## config.mk

```make
export PLATFORM = sky130hd
export DESIGN_NAME = history_record_deframer
export DESIGN_NICKNAME = d
export VERILOG_FILES = /design/src/hw/rtl/hrd_pkg.sv /design/src/hw/rtl/hrd_classify.sv /design/src/hw/rtl/history_record_deframer.sv
export SDC_FILE = /design/constraint.sdc
export NUM_CORES = 1
export LEC_CHECK = 0
export ABC_CLOCK_PERIOD_IN_PS = 5100
export BUFFER_PORTS_ARGS = -buffer_cell sky130_fd_sc_hd__buf_2
export CAP_MARGIN = 20
export CORE_MARGIN = 3
export CORE_UTILIZATION = 60
export CTS_CLUSTER_SIZE = 14
export DETAILED_ROUTE_END_ITERATION = 8
export HOLD_SLACK_MARGIN = 0.12
export PLACE_DENSITY = 0.82
export SYNTH_ARGS = -nofsm -noshare
export SYNTH_HDL_FRONTEND = slang
export SYNTH_SLANG_ARGS = --single-unit
```

## constraint.sdc

```tcl
create_clock -name clock -period 5.1 [get_ports clock]
set_input_delay 0.765 -clock clock [delete_from_list [all_inputs] [get_ports clock]]
set_output_delay 0.765 -clock clock [all_outputs]
set_load 0.01 [all_outputs]
```

## src/hw/rtl/hrd_pkg.sv

```systemverilog
// History record deframer package: payload structs, parse phases, disposition
// codes and register indexes shared by the deframer and its classifier.
// No dependencies.
`default_nettype none

package hrd_pkg;

   localparam logic [7:0] MARK_BYTE = 8'hFF;
   localparam int unsigned CSR_IDX_W = 2;
   localparam int unsigned CSR_DATA_W = 31;
   localparam logic [CSR_IDX_W-1:0] CSR_HISTORY_SIZE = 2'd0;
   localparam logic [CSR_IDX_W-1:0] CSR_START_LINE = 2'd1;
   localparam logic [10:0] HIST_SIZE_RESET = 11'd128;

   typedef enum logic [2:0] {
      PH_HDR  = 3'd0,
      PH_N1   = 3'd1,
      PH_N2   = 3'd2,
      PH_N3   = 3'd3,
      PH_N4   = 3'd4,
      PH_BODY = 3'd5
   } phase_type;

   typedef enum logic [1:0] {
      DISP_APPEND  = 2'd0,
      DISP_REPLACE = 2'd1,
      DISP_DROPPED = 2'd2
   } disp_type;

   typedef struct packed {
      logic [7:0] data_byte;
      logic       last_byte;
   } req_type;

   typedef struct packed {
      logic [7:0]         payload_byte;
      logic signed [31:0] record_number;
      logic               end_of_record;
      logic [1:0]         disposition;
      logic [9:0]         slot_from_newest;
      logic [10:0]        entries_held;
   } rsp_type;

   typedef struct packed {
      logic       append;
      disp_type   disposition;
      logic [9:0] slot_from_newest;
   } cls_type;

endpackage

`default_nettype wire

```

## src/hw/rtl/hrd_classify.sv

```systemverilog
// Record classifier: decides append, replace or drop for a finished record.
// Depends on hrd_pkg.
`default_nettype none

module hrd_classify
   import hrd_pkg::*;
(
   input  wire logic [31:0] record_number,
   input  wire logic [31:0] current_line,
   input  wire logic [10:0] held_count,
   output cls_type          cls
);

   logic [32:0] diff;
   logic        next_line;
   logic        in_window;

   always_comb begin
      diff      = {current_line[31], current_line} - {record_number[31], record_number};
      next_line = (record_number - 32'd1) == current_line;
      in_window = !diff[32] && (diff[31:0] < 32'(held_count));
      cls       = '0;
      if (held_count == 11'd0 || next_line) begin
         cls.append      = 1'b1;
         cls.disposition = DISP_APPEND;
      end else if (in_window) begin
         cls.disposition      = DISP_REPLACE;
         cls.slot_from_newest = diff[9:0];
      end else begin
         cls.disposition = DISP_DROPPED;
      end
   end

endmodule

`default_nettype wire

```

## src/hw/rtl/history_record_deframer.sv

```systemverilog
// History record deframer top level: byte parser, line and count state,
// result register. Depends on hrd_pkg and hrd_classify.
//
//   Port group   Dir   Handshake            Carries
//   req_*        in    req_valid/req_ready  req_type: data_byte, last_byte
//   rsp_*        out   rsp_valid/rsp_ready  rsp_type: one result per payload byte
//   csr_*        in    csr_we               csr_index, csr_wdata (31 bits)
//
// One byte per cycle while req_ready is high; a result appears in rsp in the cycle after its transfer.
// The parser and the classifier sit between req and the result register.
// req_ready is high while the result register is empty or being drained.
// Reset: header search, line 0, no entries held, history size 128.
`default_nettype none

module history_record_deframer
   import hrd_pkg::*;
#(
   parameter int unsigned MAX_ENTRIES = 1024
) (
   input  wire logic                  clock,
   input  wire logic                  reset,
   input  wire logic                  req_valid,
   output logic                       req_ready,
   input  req_type                    req_data,
   output logic                       rsp_valid,
   input  wire logic                  rsp_ready,
   output rsp_type                    rsp_data,
   input  wire logic                  csr_we,
   input  wire logic [CSR_IDX_W-1:0]  csr_index,
   input  wire logic [CSR_DATA_W-1:0] csr_wdata
);

   localparam int unsigned HeldMax = (MAX_ENTRIES < 2047) ? MAX_ENTRIES : 2047;
   localparam int unsigned HW = $clog2(HeldMax + 1);
   localparam logic [10:0] SizeCap = 11'(HeldMax);

   phase_type   phase_ff, phase_in;
   logic [31:0] num_ff, num_in;
   logic [31:0] line_ff, line_in;
   logic [HW-1:0] held_ff, held_in;
   logic [10:0] hist_size_ff;
   logic        rsp_valid_ff;
   rsp_type     rsp_data_ff;
   logic        res_valid;
   rsp_type     res_data;
   logic        req_fire;
   logic        is_nul;
   logic [10:0] eff_size;
   logic [10:0] held_ext;
   cls_type     cls;

   assign req_ready = !rsp_valid_ff || rsp_ready;
   assign req_fire  = req_valid && req_ready;
   assign rsp_valid = rsp_valid_ff;
   assign rsp_data  = rsp_data_ff;
   assign is_nul    = req_data.data_byte == 8'd0;
   assign held_ext  = 11'(held_ff);

   always_comb begin
      if (hist_size_ff == 11'd0) begin
         eff_size = 11'd1;
      end else if (hist_size_ff > SizeCap) begin
         eff_size = SizeCap;
      end else begin
         eff_size = hist_size_ff;
      end
   end

   hrd_classify u_classify (
      .record_number(num_ff),
      .current_line (line_ff),
      .held_count   (held_ext),
      .cls          (cls)
   );

   // next parse phase
   always_comb begin
      phase_in = phase_ff;
      if (req_fire) begin
         unique case (phase_ff)
            PH_HDR:  if (req_data.data_byte == MARK_BYTE) phase_in = PH_N1;
            PH_N1:   phase_in = PH_N2;
            PH_N2:   phase_in = PH_N3;
            PH_N3:   phase_in = PH_N4;
            PH_N4:   phase_in = PH_BODY;
            PH_BODY: if (is_nul) phase_in = PH_HDR;
            default: phase_in = PH_HDR;
         endcase
         if (req_data.last_byte) begin
            phase_in = PH_HDR;
         end
      end
   end

   // result and state updates
   always_comb begin
      res_valid = 1'b0;
      res_data  = '0;
      num_in    = num_ff;
      line_in   = line_ff;
      held_in   = held_ff;
      if (req_fire) begin
         unique case (phase_ff)
            PH_N1:   num_in = {req_data.data_byte, 24'd0};
            PH_N2:   num_in = num_ff | {8'd0, req_data.data_byte, 16'd0};
            PH_N3:   num_in = num_ff | {16'd0, req_data.data_byte, 8'd0};
            PH_N4:   num_in = num_ff | {24'd0, req_data.data_byte};
            PH_BODY: begin
               res_valid              = 1'b1;
               res_data.payload_byte  = req_data.data_byte;
               res_data.record_number = num_ff;
               if (is_nul) begin
                  res_data.end_of_record    = 1'b1;
                  res_data.disposition      = cls.disposition;
                  res_data.slot_from_newest = cls.slot_from_newest;
                  if (cls.append) begin
                     line_in = num_ff;
                     if (held_ext >= eff_size) begin
                        held_in = HW'(eff_size);
                     end else begin
                        held_in = held_ff + HW'(1);
                     end
                  end
               end
            end
            default: ;
         endcase
      end
      res_data.entries_held = 11'(held_in);
      if (csr_we && csr_index == CSR_START_LINE) begin
         line_in = {1'b0, csr_wdata};
      end
   end

   always_ff @(posedge clock) begin
      if (reset) begin
         phase_ff     <= PH_HDR;
         num_ff       <= '0;
         line_ff      <= '0;
         held_ff      <= '0;
         hist_size_ff <= HIST_SIZE_RESET;
         rsp_valid_ff <= 1'b0;
      end else begin
         phase_ff <= phase_in;
         num_ff   <= num_in;
         line_ff  <= line_in;
         held_ff  <= held_in;
         if (csr_we && csr_index == CSR_HISTORY_SIZE) begin
            hist_size_ff <= csr_wdata[10:0];
         end
         if (req_ready) begin
            rsp_valid_ff <= res_valid;
         end
      end
   end

   always_ff @(posedge clock) begin
      if (req_ready) begin
         rsp_data_ff <= res_data;
      end
   end

   a_held_bound: assert property (@(posedge clock) disable iff (reset)
      32'(held_ff) <= HeldMax)
      else $error("held count above capacity");

   a_body_gives_result: assert property (@(posedge clock) disable iff (reset)
      req_fire && phase_ff == PH_BODY |=> rsp_valid_ff)
      else $error("payload transfer without result");

   a_eor_to_hdr: assert property (@(posedge clock) disable iff (reset)
      req_fire && phase_ff == PH_BODY && is_nul |=> phase_ff == PH_HDR)
      else $error("parser not back in header search after terminator");

   a_append_holds: assert property (@(posedge clock) disable iff (reset)
      rsp_valid_ff && rsp_data_ff.end_of_record
         && rsp_data_ff.disposition == DISP_APPEND |-> rsp_data_ff.entries_held != 11'd0)
      else $error("append left store empty");

endmodule

`default_nettype wire

```

==> impl_metrics.env, run 1 <==
export IMPL_status="finished, final reports clean"
export IMPL_worstHoldPathCells=2
export IMPL_place_hpwl_um=21000
export IMPL_drv_cap=0
export IMPL_cp_cell_sequence="ha_1 > fa_1 > nand2b_1 > a21oi_1 > nor2_1 > o21ai_0 > nand3_1 > nand2_1 > xor2_1 > ha_1 > nand3_1 > a21oi_1 > a22o_1 > a2111oi_0 > o2111ai_1 > nor4_1 > nand4_1 > buf_4 > nor3b_1"
export IMPL_placed_cells=1424
export IMPL_via_count=9424
export IMPL_drv_slew=0
export IMPL_coreArea_um2=16100
export IMPL_leakage_nw=4.99
export IMPL_syn_inst=1147
export IMPL_post_route_drc_count=0
export IMPL_synthDistinctLibCells=74
export IMPL_crit_type="reg2reg"
export IMPL_clkLatencyLatePin_ns=0.43
export IMPL_tightest_slew_ns=0.995
export IMPL_detail_route_antenna_nets=0
export IMPL_ir_drop_v=0.000273
export IMPL_synthArstFlopShare=0
export IMPL_nets=1334
export IMPL_path_clk_slew_ns=0.06
export IMPL_cts_buffers=17
export IMPL_startpoint_type="flip-flop"
export IMPL_hold_viol=0
export IMPL_fill_cells=1272
export IMPL_drt_initial_drc_count=1347
export IMPL_wl_um=28900
export IMPL_n_antenna_cell=0
export IMPL_crit_buf_inv=1
export IMPL_start_util=0.620
export IMPL_avgSynthCellArea_um2=8.68
export IMPL_fmax_mhz=213
export IMPL_synth_area_top_cells="edfxtp_1, dfxtp_1, ha_1"
export IMPL_cts_num_sinks=154
export IMPL_antenna_found_initial=0
export IMPL_critical_path_depth=19
export IMPL_power_density_nw_per_um2=281
export IMPL_place_congestion=1.01
export IMPL_port_buffers=112
export IMPL_final_core_util=0.702
export IMPL_synth_seq_cells=154
export IMPL_row_count=46
export IMPL_relSlewSlack=0.331
export IMPL_tritoncts="done"
export IMPL_holdCritPathClass="reg2reg"
export IMPL_routedWlPerCell_um=19.8
export IMPL_syn_area_um2=9950
export IMPL_grt_setup_unrepaired="false"
export IMPL_arrival_ns=4.95
export IMPL_dieHeight_um=135
export IMPL_period_share=0.920
export IMPL_firstDrtPassIters=6
export IMPL_worstRegToRegCells=19
export IMPL_cts_resized=0
export IMPL_syn_to_final_growth_pct=13.3
export IMPL_crit_required_ns=5.36
export IMPL_synthesis_nets=1251
export IMPL_cts_hold_buf=0
export IMPL_fin_skew_ns=0.00818
export IMPL_fin_area_um2=11300
export IMPL_gr_total_overflow=0
export IMPL_setup_viol=0
export IMPL_synth_edff_count=64
export IMPL_synthFlopType="dfxtp_1"
export IMPL_grt_pass1_vias=8407
export IMPL_synth_seq_area_share=0.374
export IMPL_die_area_um2=18200
export IMPL_post_cts_buffers=0
export IMPL_synth_top_cell_area_share=0.193
export IMPL_clk_path_buf_depth=2
export IMPL_placed_cell_area_um2=10600
export IMPL_cp_top_family="compound AO/OA/AOI/OAI gates"
export IMPL_yosysWarnings=0
export IMPL_synth_top_area_cell="edfxtp_1"
export IMPL_grt_max_degree=66
export IMPL_slowest_stage="fa_1"
export IMPL_drive_gt1_frac=0.142
export IMPL_worstSetupEndpointType="flip-flop"
export IMPL_root_buffer="clkbuf_16"
export IMPL_grt_usage=0.315
export IMPL_slowest_delay_ns=0.41
export IMPL_die_x_um=135
export IMPL_htreeDepth=4
export IMPL_grt_first_pass_wirelength_um=45200
export IMPL_post_route_min_period_ns=4.69
export IMPL_critical_path_max_fanout=12
export IMPL_viasPerCell=6.46
export IMPL_layout_cells_non_filler=1459
export IMPL_setup_tns_final_ns=0
export IMPL_num_io_pins=113
final timing paths:
path	to	slack, ns	start
worst max register to register	rsp_data[16]	0.41	num_ff[0]
worst max-delay path	rsp_data[16]	0.41	num_ff[0]
worst min-delay path	hist_size_ff[7]	0.56	hist_size_ff[7]
worst min register to register	hist_size_ff[7]	0.56	hist_size_ff[7]
Yosys cell counts (all sizes together), types with 7 or more instances:
master / number
a211oi: 19
a21o: 18
a21oi: 115
a31oi: 8
and2: 11
buf: 9
clkbuf: 53
dfxtp: 90
edfxtp: 64
ha: 56
inv: 59
mux2i: 55
nand2: 73
nand2b: 8
nand3: 17
nand4: 28
nor2: 131
nor2b: 7
nor3: 28
nor3b: 12
nor4: 21
o211ai: 11
o21a: 17
o21ai: 70
or3: 8
or4: 7
xnor2: 35
xor2: 22
area by class of cell:
cell class / instances / area (µm²) / area share
multi-input cells: 872 / 5740 / 0.509
flip-flops and latches: 154 / 3720 / 0.330
repair buffers: 126 / 709 / 0.0629
clock buffers: 26 / 566 / 0.0501
well taps: 216 / 270 / 0.0240
inverters: 59 / 221 / 0.0196
clock inverters: 6 / 45.0 / 0.00399
layout by cell type, fill, tap and decap left out, drive strengths merged, types with 8 or more instances in the layout:
cell type / instances
a211oi: 19
a21o: 18
a21oi: 115
a31oi: 8
and2: 11
buf: 126
clkbuf: 26
dfxtp: 90
edfxtp: 64
ha: 56
inv: 60
mux2i: 55
nand2: 73
nand2b: 8
nand3: 17
nand4: 28
nor2: 131
nor3: 28
nor3b: 12
nor4: 21
o211ai: 11
o21a: 17
o21ai: 70
or3: 8
xnor2: 35
xor2: 22
through the flow:
step                      setup WS [ns]  hold WS [ns]  total power, W
final                             0.408         0.556         0.00316
after global routing              0.112         0.577         0.00327
after CTS                         0.229         0.547         0.00315
after detailed placement          0.271         0.531         0.00187
after global placement            0.510         0.509         0.00187
after floorplan                   0.301         0.466         0.00172
registers in the layout, indices dropped and copies added (netlist names):
register	count
line_ff	32
hist_size_ff	11
num_ff	32
held_ext	11
phase_ff	3
rsp_data	64
rsp_valid	1
layer usage:
layer / share of wire / up-vias / wire (µm) / GRT usage
li1: - / 4380 / - / -
met1: 0.43 / 4425 / 12400 / 0.450
met2: 0.44 / 555 / 12800 / 0.477
met3: 0.10 / 64 / 3020 / 0.0697
met4: 0.026 / 0 / 744 / 0.106
met5: 0 / - / 0 / 0
worst register-to-register path, stage by stage (launching register included):
cell and delay (ns):
dfxtp_1 0.38, ha_1 0.26, fa_1 0.41, nand2b_1 0.20
a21oi_1 0.39, nor2_1 0.16, o21ai_0 0.34, nand3_1 0.12
nand2_1 0.10, xor2_1 0.17, ha_1 0.27, nand3_1 0.08
a21oi_1 0.05, a22o_1 0.26, a2111oi_0 0.37, o2111ai_1 0.19
nor4_1 0.21, nand4_1 0.13, buf_4 0.21, nor3b_1 0.23
kinds of logic (layout without fill, tap and decap cells):
logic type                 after synthesis  after routing  synth area share
adders and majority gates               57             57            0.0724
AOI/OAI and AO/OA                      324            324             0.207
buffers and inverters                  121            217            0.0504
and+or+nand+nor                        377            377             0.188
DFF                                    154            154             0.374
muxes                                   57             57            0.0576
xor gates and xnor gates                57             57            0.0502
where the power goes:
part	switching [W]	internal, W
sequential	0.0000214	0.00129
combinational	0.000335	0.000227
clock	0.000522	0.000771
No activity file was read; power rests on OpenSTA's default activity.
==> run 2: changes to the inputs <==
Settings changed: CORE_ASPECT_RATIO set to 0.8.
==> impl_metrics.env, run 2 (same netlist as run 1, synthesis figures left out) <==
export IMPL_crit_type="reg2reg"
export IMPL_tightest_slew_ns=1.07
export IMPL_cts_num_sinks=154
export IMPL_clkLatencyLatePin_ns=0.44
export IMPL_nets=1333
export IMPL_grt_max_degree=67
export IMPL_power_density_nw_per_um2=280
export IMPL_wl_um=29800
export IMPL_syn_to_final_growth_pct=12.9
export IMPL_fmax_mhz=212
export IMPL_rr_endpoint="rsp_data[19]"
export IMPL_slowest_delay_ns=0.45
export IMPL_routedWlPerCell_um=20.5
export IMPL_viasPerCell=6.51
export IMPL_holdCritPathClass="reg2reg"
export IMPL_grt_usage=0.335
export IMPL_timing_rr_start="num_ff[1]"
export IMPL_hold_start="hist_size_ff[8]"
export IMPL_place_congestion=0.991
export IMPL_fin_skew_ns=0.0154
export IMPL_firstDrtPassIters=6
export IMPL_period_share=0.926
export IMPL_root_buffer="clkbuf_16"
export IMPL_drive_gt1_frac=0.143
export IMPL_cts_buffers=17
export IMPL_grt_pass1_vias=8574
export IMPL_final_cell_mix="nor2_1, a21oi_1, buf_2, dfxtp_1, nand2_1"
export IMPL_htreeDepth=4
export IMPL_path_clk_slew_ns=0.06
export IMPL_die_x_um=150
export IMPL_crit_required_ns=5.35
export IMPL_dieHeight_um=121
export IMPL_hold_viol=0
export IMPL_setup_viol=0
export IMPL_setup_tns_final_ns=0
export IMPL_rrSetupSlack_ns=0.38
export IMPL_place_hpwl_um=21900
export IMPL_clk_path_buf_depth=2
export IMPL_largest_register_ffs=64
export IMPL_worstSetupStartpoint="num_ff[1]"
export IMPL_post_cts_buffers=0
export IMPL_post_route_min_period_ns=4.72
export IMPL_p_sw_frac=0.282
export IMPL_row_count=41
export IMPL_seq_power_share=0.417
export IMPL_ir_drop_v=0.000234
export IMPL_post_route_drc_count=0
export IMPL_power_switching_w=0.000888
export IMPL_p_int_w=0.00226
export IMPL_clock_power_share=0.404
export IMPL_start_util=0.622
export IMPL_n_antenna_cell=0
export IMPL_startpoint_type="flip-flop"
export IMPL_combPwrFrac=0.179
export IMPL_worstRegToRegCells=19
export IMPL_status="finished, final reports clean"
export IMPL_holdPathEnd="hist_size_ff[8]"
export IMPL_holdWs_ns=0.545
export IMPL_slowest_stage="dfxtp_1"
export IMPL_fill_cells=1253
export IMPL_relSlewSlack=0.278
export IMPL_num_io_pins=113
export IMPL_arrival_ns=4.97
export IMPL_drv_cap=0
export IMPL_grt_setup_unrepaired="false"
export IMPL_tritoncts="done"
export IMPL_drv_slew=0
export IMPL_final_core_util=0.702
export IMPL_drt_initial_drc_count=1178
export IMPL_via_count=9487
export IMPL_mostFrequentLayoutCell="nor2_1"
export IMPL_antenna_found_initial=0
export IMPL_leakage_nw=4.96
export IMPL_coreArea_um2=16000
export IMPL_port_buffers=112
export IMPL_grt_first_pass_wirelength_um=47200
export IMPL_worstSetupEndpointType="flip-flop"
export IMPL_cts_resized=0
export IMPL_gr_total_overflow=0
export IMPL_detail_route_antenna_nets=0
export IMPL_die_area_um2=18200
export IMPL_worstHoldPathCells=2
export IMPL_cts_hold_buf=0
export IMPL_cp_cell_sequence="inv_1 > ha_1 > nor2b_1 > o2111ai_1 > nand2_1 > a21o_1 > a21oi_1 > xnor2_1 > ha_1 > a211o_1 > a21oi_1 > o21ai_0 > a22o_1 > a2111oi_0 > o2111ai_1 > nor4_1 > nand4_1 > buf_4 > nor3b_1"
export IMPL_critical_path_max_fanout=12
## run 2: worst max path at each step
| stage | endpoint | depth (start not counted) |
|---|---|---|
| 6_report | rsp_data[19] | 19 |
| 5_1_grt | rsp_data[19] | 19 |
| 4_1_cts | rsp_data[19] | 18 |
| 3_5_place_dp | rsp_data[11] | 18 |
| 3_3_place_gp | rsp_data[22] | 18 |
| 2_1_floorplan | rsp_data[10] | 11 |
## run 2: final cells by class
type	instances	area [µm²]	share of cell area
flip-flops and latches	154	3720	0.332
clock buffers	20	450	0.0401
well taps	215	269	0.0240
inverters	59	221	0.0197
repair buffers	125	689	0.0614
multi-input cells	872	5740	0.511
clock inverters	12	135	0.0120
## run 2: layer usage
metal | share of wire | track usage | up-vias
met3 | 0.13 | 0.0978 | 62
met2 | 0.41 | 0.466 | 616
li1 | - | - | 4382
met5 | 0 | 0 | -
met4 | 0.019 | 0.0920 | 0
met1 | 0.44 | 0.505 | 4427
## run 2: stage by stage
step | instances | setup slack [ns] | area (µm²) | power, W
6_report | 1457 | 0.377 | 11200 | 0.00315
5_1_grt | 1457 | 0.0433 | 11200 | 0.00327
4_1_cts | 1455 | 0.145 | 11200 | 0.00313
3_5_place_dp | 1423 | 0.190 | 10600 | 0.00187
3_3_place_gp | 1421 | 0.527 | 10600 | 0.00187
2_1_floorplan | 1147 | 0.301 | 9950 | 0.00172
## run 2: power by group through the flow
stage / Clock, W / Combinational (W) / Sequential (W)
CTS: 0.00128 / 0.000546 / 0.00131
finish: 0.00127 / 0.000564 / 0.00131
global placement: 0 / 0.000538 / 0.00134
floorplan: 0 / 0.000394 / 0.00133
global route: 0.00134 / 0.000618 / 0.00131
detailed placement: 0 / 0.000537 / 0.00134
## run 2: worst max-delay path: cells and delay by family, from the launching register on
family / cells / cell delay, ns
flip-flops: 1 / 0.45
adder cells (fa/ha/maj): 2 / 0.61
AO/OA/AOI/OAI: 9 / 2.09
XOR/XNOR: 1 / 0.20
buffers and inverters: 2 / 0.33
AND/OR/NAND/NOR: 5 / 0.87
